## config.mk

```make
export PLATFORM = sky130hd
export DESIGN_NAME = multi_channel_stepper_tone_engine_flat
export DESIGN_NICKNAME = d
export VERILOG_FILES = /design/src/sv/mcst_pkg.sv /design/src/sv/mcst_ifs.sv /design/src/sv/mcst_channel.sv /design/src/sv/multi_channel_stepper_tone_engine.sv /design/src/flat_wrapper.sv
export SDC_FILE = /design/constraint.sdc
export NUM_CORES = 1
export LEC_CHECK = 0
export BUFFER_PORTS_ARGS = -buffer_cell sky130_fd_sc_hd__buf_2
export CORE_MARGIN = 4
export CORE_UTILIZATION = 67
export DETAILED_ROUTE_END_ITERATION = 10
export MAX_ROUTING_LAYER = met4
export PLACE_DENSITY = 0.85
export SLEW_MARGIN = 20
export SYNTH_ARGS = -nofsm -noshare
export SYNTH_HDL_FRONTEND = slang
export SYNTH_HIERARCHICAL = 1
export SYNTH_SLANG_ARGS = --single-unit
```

## constraint.sdc

```tcl
create_clock -name clock -period 10.88 [get_ports clock]
set_input_delay 0.544 -clock clock [delete_from_list [all_inputs] [get_ports clock]]
set_output_delay 0.544 -clock clock [all_outputs]
set_load 0.01 [all_outputs]
```

## src/sv/mcst_pkg.sv

```systemverilog
// mcst_pkg: shared constants and types for the stepper tone engine
// no dependencies; used by the interfaces, the channel unit and the top level
`default_nettype none

package mcst_pkg;

   // channel count and field widths
   localparam int CHANNELS    = 6;
   localparam int CH_W        = 3;
   localparam int ELAPSED_W   = 16;
   localparam int PERIOD_IN_W = 20;
   localparam int PERIOD_W    = 21;
   localparam int COUNT_W     = 22;
   localparam int POS_W       = 8;

   // configuration port
   localparam int CSR_IDX_W  = 2;
   localparam int CSR_DATA_W = 8;

   localparam logic [CSR_IDX_W-1:0] CSR_STEP_METHOD  = 2'd0;
   localparam logic [CSR_IDX_W-1:0] CSR_MAX_POSITION = 2'd1;

   localparam logic [POS_W-1:0] MAX_POSITION_RESET = 8'd72;

   // request opcodes
   localparam logic OP_TICK       = 1'b0;
   localparam logic OP_SET_PERIOD = 1'b1;

   // step methods
   localparam logic METHOD_SLIDING     = 1'b0;
   localparam logic METHOD_OSCILLATING = 1'b1;

   localparam logic [COUNT_W-1:0] COUNT_MAX = {COUNT_W{1'b1}};

   // control broadcast from the top level to every channel unit
   typedef struct packed {
      logic                   tick;
      logic                   set_period;
      logic [CH_W-1:0]        channel;
      logic                   step_method;
      logic [POS_W-1:0]       max_position;
      logic [ELAPSED_W-1:0]   elapsed;
      logic [PERIOD_IN_W-1:0] period_value;
   } chan_ctrl_type;

endpackage : mcst_pkg

`default_nettype wire

```

## src/sv/mcst_ifs.sv

```systemverilog
// mcst_ifs: request, response and configuration channel interfaces
// depends on mcst_pkg for field widths
`default_nettype none

interface mcst_req_if;
   logic                            valid;
   logic                            ready;
   logic                            opcode;
   logic [mcst_pkg::ELAPSED_W-1:0]   elapsed;
   logic [mcst_pkg::CH_W-1:0]        channel;
   logic [mcst_pkg::PERIOD_IN_W-1:0] period_value;

   modport source (output valid, opcode, elapsed, channel, period_value, input ready);
   modport sink   (input valid, opcode, elapsed, channel, period_value, output ready);
endinterface : mcst_req_if

interface mcst_rsp_if;
   logic                         valid;
   logic                         ready;
   logic [mcst_pkg::CHANNELS-1:0] step_levels;
   logic [mcst_pkg::CHANNELS-1:0] direction_levels;
   logic [mcst_pkg::CHANNELS-1:0] led_levels;

   modport source (output valid, step_levels, direction_levels, led_levels, input ready);
   modport sink   (input valid, step_levels, direction_levels, led_levels, output ready);
endinterface : mcst_rsp_if

interface mcst_csr_if;
   logic                           valid;
   logic                           ready;
   logic [mcst_pkg::CSR_IDX_W-1:0]  index;
   logic [mcst_pkg::CSR_DATA_W-1:0] data;

   modport source (output valid, index, data, input ready);
   modport sink   (input valid, index, data, output ready);
endinterface : mcst_csr_if

`default_nettype wire

```

## src/sv/mcst_channel.sv

```systemverilog
// mcst_channel: per-channel period, counter, step/direction/led state
// depends on mcst_pkg; instantiated once per channel by the top level
`default_nettype none

module mcst_channel (
   input  wire                       clock,
   input  wire                       reset,
   input  wire [mcst_pkg::CH_W-1:0]  chan_id,
   input  wire mcst_pkg::chan_ctrl_type ctrl,
   output logic                      step_level,
   output logic                      direction,
   output logic                      led
);
   import mcst_pkg::*;

   logic [PERIOD_W-1:0] period_ff, period_in;
   logic [COUNT_W-1:0]  count_ff,  count_in;
   logic [POS_W-1:0]    pos_ff,    pos_in;
   logic                dir_ff,    dir_in;
   logic                step_ff,   step_in;
   logic                led_ff,    led_in;

   logic                set_here;
   logic [COUNT_W:0]    sum;
   logic [COUNT_W-1:0]  count_sat;
   logic                fire;
   logic                slide_dir;
   logic                slide_step;

   assign set_here = ctrl.set_period && (ctrl.channel == chan_id);

   // saturating counter add and period compare
   assign sum       = {1'b0, count_ff} + (COUNT_W+1)'(ctrl.elapsed);
   assign count_sat = sum[COUNT_W] ? COUNT_MAX : sum[COUNT_W-1:0];
   assign fire      = count_sat >= COUNT_W'(period_ff);

   // sliding direction: turn at the track ends
   always_comb begin
      if (pos_ff >= ctrl.max_position) begin
         slide_dir = 1'b1;
      end else if (pos_ff == '0) begin
         slide_dir = 1'b0;
      end else begin
         slide_dir = dir_ff;
      end
   end
   assign slide_step = ~step_ff;

   // next state
   always_comb begin
      period_in = period_ff;
      count_in  = count_ff;
      pos_in    = pos_ff;
      dir_in    = dir_ff;
      step_in   = step_ff;
      led_in    = led_ff;
      if (set_here) begin
         if (ctrl.step_method == METHOD_OSCILLATING) begin
            period_in = {1'b0, ctrl.period_value};
         end else begin
            period_in = {ctrl.period_value, 1'b0};
         end
         led_in = (ctrl.period_value != '0);
      end else if (ctrl.tick && (period_ff != '0)) begin
         if (fire) begin
            count_in = '0;
            if (ctrl.step_method == METHOD_OSCILLATING) begin
               if (step_ff) begin
                  dir_in = ~dir_ff;
               end
               step_in = ~step_ff;
            end else begin
               dir_in  = slide_dir;
               step_in = slide_step;
               if (slide_step) begin
                  pos_in = slide_dir ? pos_ff - POS_W'(1) : pos_ff + POS_W'(1);
               end
            end
         end else begin
            count_in = count_sat;
         end
      end
   end

   // state registers
   always_ff @(posedge clock) begin
      if (reset) begin
         period_ff <= '0;
         count_ff  <= '0;
         pos_ff    <= '0;
         dir_ff    <= 1'b0;
         step_ff   <= 1'b0;
         led_ff    <= 1'b0;
      end else begin
         period_ff <= period_in;
         count_ff  <= count_in;
         pos_ff    <= pos_in;
         dir_ff    <= dir_in;
         step_ff   <= step_in;
         led_ff    <= led_in;
      end
   end

   assign step_level = step_ff;
   assign direction  = dir_ff;
   assign led        = led_ff;

endmodule : mcst_channel

`default_nettype wire

```

## src/sv/multi_channel_stepper_tone_engine.sv

```systemverilog
// request path: an accepted request waits in the request register until it advances, which updates
// the channel state; its pin levels then appear on rsp together with rsp valid
// throughput: one request per cycle while rsp is taken; the channel state registers double as the
// result register, and the request register takes a new request while a result waits
// reset: synchronous, clears all channel state, step_method to sliding, max_position to 72
// depends on mcst_pkg, mcst_ifs and mcst_channel
`default_nettype none

module multi_channel_stepper_tone_engine (
   input wire          clock,
   input wire          reset,
   mcst_req_if.sink    req_ch,
   mcst_rsp_if.source  rsp_ch,
   mcst_csr_if.sink    csr_ch
);
   import mcst_pkg::*;

   // request register
   logic                   req_valid_ff, req_valid_in;
   logic                   opcode_ff;
   logic [ELAPSED_W-1:0]   elapsed_ff;
   logic [CH_W-1:0]        channel_ff;
   logic [PERIOD_IN_W-1:0] period_ff;

   logic                   rsp_valid_ff, rsp_valid_in;
   logic                   method_ff;
   logic [POS_W-1:0]       max_pos_ff;

   logic                   advance;
   logic                   req_fire;
   chan_ctrl_type          ctrl;

   logic [CHANNELS-1:0]    step_bits;
   logic [CHANNELS-1:0]    dir_bits;
   logic [CHANNELS-1:0]    led_bits;

   // handshake
   assign advance      = req_valid_ff && (!rsp_valid_ff || rsp_ch.ready);
   assign req_ch.ready = !reset && (!req_valid_ff || advance);
   assign req_fire     = req_ch.valid && req_ch.ready;
   assign req_valid_in = req_fire || (req_valid_ff && !advance);
   assign rsp_valid_in = advance || (rsp_valid_ff && !rsp_ch.ready);

   always_ff @(posedge clock) begin
      if (reset) begin
         req_valid_ff <= 1'b0;
         rsp_valid_ff <= 1'b0;
      end else begin
         req_valid_ff <= req_valid_in;
         rsp_valid_ff <= rsp_valid_in;
      end
   end

   // request payload
   always_ff @(posedge clock) begin
      if (req_fire) begin
         opcode_ff  <= req_ch.opcode;
         elapsed_ff <= req_ch.elapsed;
         channel_ff <= req_ch.channel;
         period_ff  <= req_ch.period_value;
      end
   end

   // configuration registers
   assign csr_ch.ready = !reset;

   always_ff @(posedge clock) begin
      if (reset) begin
         method_ff  <= METHOD_SLIDING;
         max_pos_ff <= MAX_POSITION_RESET;
      end else if (csr_ch.valid) begin
         case (csr_ch.index)
            CSR_STEP_METHOD:  method_ff  <= csr_ch.data[0];
            CSR_MAX_POSITION: max_pos_ff <= csr_ch.data[POS_W-1:0];
            default: ;
         endcase
      end
   end

   // control broadcast to the channels
   always_comb begin
      ctrl.tick         = advance && (opcode_ff == OP_TICK);
      ctrl.set_period   = advance && (opcode_ff == OP_SET_PERIOD);
      ctrl.channel      = channel_ff;
      ctrl.step_method  = method_ff;
      ctrl.max_position = max_pos_ff;
      ctrl.elapsed      = elapsed_ff;
      ctrl.period_value = period_ff;
   end

   // channel units
   for (genvar i = 0; i < CHANNELS; i++) begin : g_chan
      mcst_channel u_chan (
         .clock      (clock),
         .reset      (reset),
         .chan_id    (CH_W'(i)),
         .ctrl       (ctrl),
         .step_level (step_bits[i]),
         .direction  (dir_bits[i]),
         .led        (led_bits[i])
      );
   end

   // result: channel state holds until the next request advances
   assign rsp_ch.valid            = rsp_valid_ff;
   assign rsp_ch.step_levels      = step_bits;
   assign rsp_ch.direction_levels = dir_bits;
   assign rsp_ch.led_levels       = led_bits;

endmodule : multi_channel_stepper_tone_engine

`default_nettype wire

```

## src/flat_wrapper.sv

```systemverilog
// flat-port wrapper written by rule: the top's interface ports become plain ports
module multi_channel_stepper_tone_engine_flat import mcst_pkg::*;
  (clock, reset, req_ch_valid, req_ch_opcode, req_ch_elapsed, req_ch_channel, req_ch_period_value, req_ch_ready, rsp_ch_valid, rsp_ch_step_levels, rsp_ch_direction_levels, rsp_ch_led_levels, rsp_ch_ready, csr_ch_valid, csr_ch_index, csr_ch_data, csr_ch_ready);
  mcst_req_if req_ch_i ();
  mcst_rsp_if rsp_ch_i ();
  mcst_csr_if csr_ch_i ();
  input wire clock;
  input wire reset;
  input wire logic [$bits(req_ch_i.valid)-1:0] req_ch_valid;
  input wire logic [$bits(req_ch_i.opcode)-1:0] req_ch_opcode;
  input wire logic [$bits(req_ch_i.elapsed)-1:0] req_ch_elapsed;
  input wire logic [$bits(req_ch_i.channel)-1:0] req_ch_channel;
  input wire logic [$bits(req_ch_i.period_value)-1:0] req_ch_period_value;
  output wire logic [$bits(req_ch_i.ready)-1:0] req_ch_ready;
  output wire logic [$bits(rsp_ch_i.valid)-1:0] rsp_ch_valid;
  output wire logic [$bits(rsp_ch_i.step_levels)-1:0] rsp_ch_step_levels;
  output wire logic [$bits(rsp_ch_i.direction_levels)-1:0] rsp_ch_direction_levels;
  output wire logic [$bits(rsp_ch_i.led_levels)-1:0] rsp_ch_led_levels;
  input wire logic [$bits(rsp_ch_i.ready)-1:0] rsp_ch_ready;
  input wire logic [$bits(csr_ch_i.valid)-1:0] csr_ch_valid;
  input wire logic [$bits(csr_ch_i.index)-1:0] csr_ch_index;
  input wire logic [$bits(csr_ch_i.data)-1:0] csr_ch_data;
  output wire logic [$bits(csr_ch_i.ready)-1:0] csr_ch_ready;
  assign req_ch_i.valid = req_ch_valid;
  assign req_ch_i.opcode = req_ch_opcode;
  assign req_ch_i.elapsed = req_ch_elapsed;
  assign req_ch_i.channel = req_ch_channel;
  assign req_ch_i.period_value = req_ch_period_value;
  assign req_ch_ready = req_ch_i.ready;
  assign rsp_ch_valid = rsp_ch_i.valid;
  assign rsp_ch_step_levels = rsp_ch_i.step_levels;
  assign rsp_ch_direction_levels = rsp_ch_i.direction_levels;
  assign rsp_ch_led_levels = rsp_ch_i.led_levels;
  assign rsp_ch_i.ready = rsp_ch_ready;
  assign csr_ch_i.valid = csr_ch_valid;
  assign csr_ch_i.index = csr_ch_index;
  assign csr_ch_i.data = csr_ch_data;
  assign csr_ch_ready = csr_ch_i.ready;
  multi_channel_stepper_tone_engine u_core (.clock(clock), .reset(reset), .req_ch(req_ch_i), .rsp_ch(rsp_ch_i), .csr_ch(csr_ch_i));
endmodule
```

==> metrics <==
outcome=finished clean; H-tree depth=2; first-pass GRT wire length=128,000 um; worst min-delay path category=in2reg; Pleak=11.7 nW; Syn Inst Count=3,193; Fmax=0.174 GHz; Syn Std Cell Area=27,000 um^2; Most used DFF post-synth=dfxtp_1; die area=43,500 um^2; Initial DRC Count=2,713; total CTS buffers=43; Vias/cell=6.60; Synth area leader=dfxtp_1; CP arrival=6.25 ns; Max Clock Skew=0.0142 ns; CTS root buf=clkbuf_16; Row Count=73; Crit. End Element=flip-flop; Synth async-reset ratio=0; number of distinct library cells after synthesis=83; wirelength, routed=80,900 um; Slew Limit Headroom=0.171; Reg clk slew, reported paths=0.06 ns; pwr/cell area=113 nW/um^2; Final Hold Fails=0; Starting Density=0.679; Longest Clk Path Bufs=3; routability congestion estimate=0.959; CP max stage cell=edfxtp_1; largest net degree at the start of global routing=79; Synth Register Bits=375; core region area=39,700 um^2; IO Pins=76; min cycle time layout=5.76 ns; WP data required=11.37 ns; I/O Buffers=75; top-area cell type share of the netlist area=0.249; Wirelength per Cell=21.4 um; routed via count=25,000; DRC Markers=0; DP Wirelength=56,000 um; Post-DRT Antenna Nets=0; most frequent cells after synthesis=dfxtp_1, ha_1, nor2_1; fin cells=3,784; Chip Height=209 um; number of max-cap violations=0; grt ovf=0; leading post-synthesis cells by cell area=dfxtp_1, ha_1, mux2i_1; final period utilization=0.529; Hold-fix buffers, CTS=0; Die W=209 um; final setup fails=0; Power Total=0.00329 W; postcts setup bufs=0; Setup TNS=0 ns; Crit Path Max Fanout=21; vias in the first global route=24,100; startpoint types=flip-flop; delay of the slowest critical-path stage=0.95 ns; placed cells=3,705; clk_lat worst skew=0.57 ns; count leader, synth=dfxtp_1; Yosys warnings=6; P&R area growth vs syn=8.15%; share of layout cells above drive strength 1=0.0835; post-synthesis sequential area ratio=0.293; Max Slew Vio Count=0; CP Cell Sequence=ha_1, a21oi_1, nand4b_1, a21oi_2, or2_2, o41ai_1, o21ai_0, xnor2_1, nand2_1, ha_1, nand4_1, nor4_1, a221oi_1, nand2_1, a211oi_1, and4_1, a21oi_1, a31oi_1; nets@finish=3,599; Total Routing Usage GR=0.368; RSZ-0062 raised after global routing=no; Worst Setup Path Type=reg2reg; Post-synth EDFFs=40; initial antenna violation count=1; worst-margin pin slew=1.24 ns; CTS resizes=0; DR pass1 iterations=6; Peak supply drop=138 uV; CTS tree=yes; TritonCTS sink count=375; synthesized area per cell=8.44 um^2
==> sequential cells by signal, indices dropped and copies added (netlist names), 3 cells and up <==
| register | cells |
|---|---|
| u_core/g_chan.u_chan/count_ff | 132 |
| u_core/g_chan.u_chan/period_ff | 126 |
| u_core/g_chan.u_chan/pos_ff | 48 |
| u_core/period_ff | 20 |
| u_core/elapsed_ff | 16 |
| u_core/max_pos_ff | 8 |
| u_core/g_chan.u_chan/direction | 6 |
| u_core/g_chan.u_chan/led | 6 |
| u_core/g_chan.u_chan/step_level | 6 |
| u_core/channel_ff | 3 |
==> worst paths after layout <==
path                                                                       start                                           endpoint  slack [ns]  cells past startpoint
worst max-delay path                              u_core/elapsed_ff[1]$_DFFE_PP_  u_core/g_chan[1].u_chan/count_ff[19]$_SDFFE_PP0P_        5.12                     18
worst min-delay path                                     req_ch_period_value[11]                     u_core/period_ff[11]$_DFFE_PP_        0.14                      1
worst min register to register  u_core/g_chan[0].u_chan/count_ff[9]$_SDFFE_PP0P_   u_core/g_chan[0].u_chan/count_ff[9]$_SDFFE_PP0P_        0.46                      2
worst max register to register                    u_core/elapsed_ff[1]$_DFFE_PP_  u_core/g_chan[1].u_chan/count_ff[19]$_SDFFE_PP0P_        5.12                     18
==> per-stage QoR <==
stage	hold WS, ns	worst slack [ns]	utilization	area, um^2
after floorplan	0.429	6.33	-	27000
after global placement	0.443	5.19	0.698	27700
after detailed placement	0.451	4.94	0.698	27700
after CTS	0.121	4.90	0.733	29100
after global routing	0.136	4.79	0.734	29200
final	0.142	5.12	0.734	29200
==> cells by family after synthesis <==
group / share of synthesized area
and+or+nand+nor: 0.184
AOI/OAI and AO/OA: 0.223
DFF: 0.293
buffers and inverters: 0.0533
adders and majority gates: 0.151
muxes: 0.0520
xor gates and xnor gates: 0.0429
other: 0.000279
==> where the power goes <==
| part | total, W | internal (W) | switching (W) |
|---|---|---|---|
| logic | 0.000364 | 0.000136 | 0.000228 |
| clock network | 0.00146 | 0.000835 | 0.000620 |
| registers | 0.00147 | 0.00142 | 0.0000545 |
| total | 0.00329 | 0.00239 | 0.000903 |
==> area by class of cell <==
cell class	count	area, um^2
multi-input cells	2474	17700
flip-flops and latches	375	7910
diodes	2	5.00
fillers	3077	10600
well taps	525	657
inverters	231	867
repair buffers	101	587
clock inverters	23	185
clock buffers	53	1210
==> critical path, delay by kind of cell, from the launching register on <==
family | cells | cell delay (ns)
DFF | 1 | 0.95
and+or+nand+nor | 7 | 1.67
adders and majority gates | 2 | 0.70
xor gates and xnor gates | 1 | 0.26
AOI/OAI and AO/OA | 8 | 2.08
==> metal layers <==
metal  part of all wire  vias to the layer above  GRT usage
li1                   -                    11700          -
met1               0.40                    11700      0.460
met2               0.45                     1219      0.567
met3              0.090                      290     0.0709
met4              0.059                        0      0.196
met5                  0                        -          -
==> cells in the final DEF (no fill, tap or decap), types with 53 or more instances in the layout <==
master and count:
a21oi_1 238, nand2b_1 53, nor4_1 66, nand3_1 106
nand2_1 227, a211oi_1 153, ha_1 306, a21o_1 60
dfxtp_1 334, xnor2_1 88, inv_1 231, nor2_1 256
buf_2 74, mux2i_1 130, o21ai_0 134, nand4_1 55
a22o_1 79
Note: power is estimated with default switching activity, not from simulation.
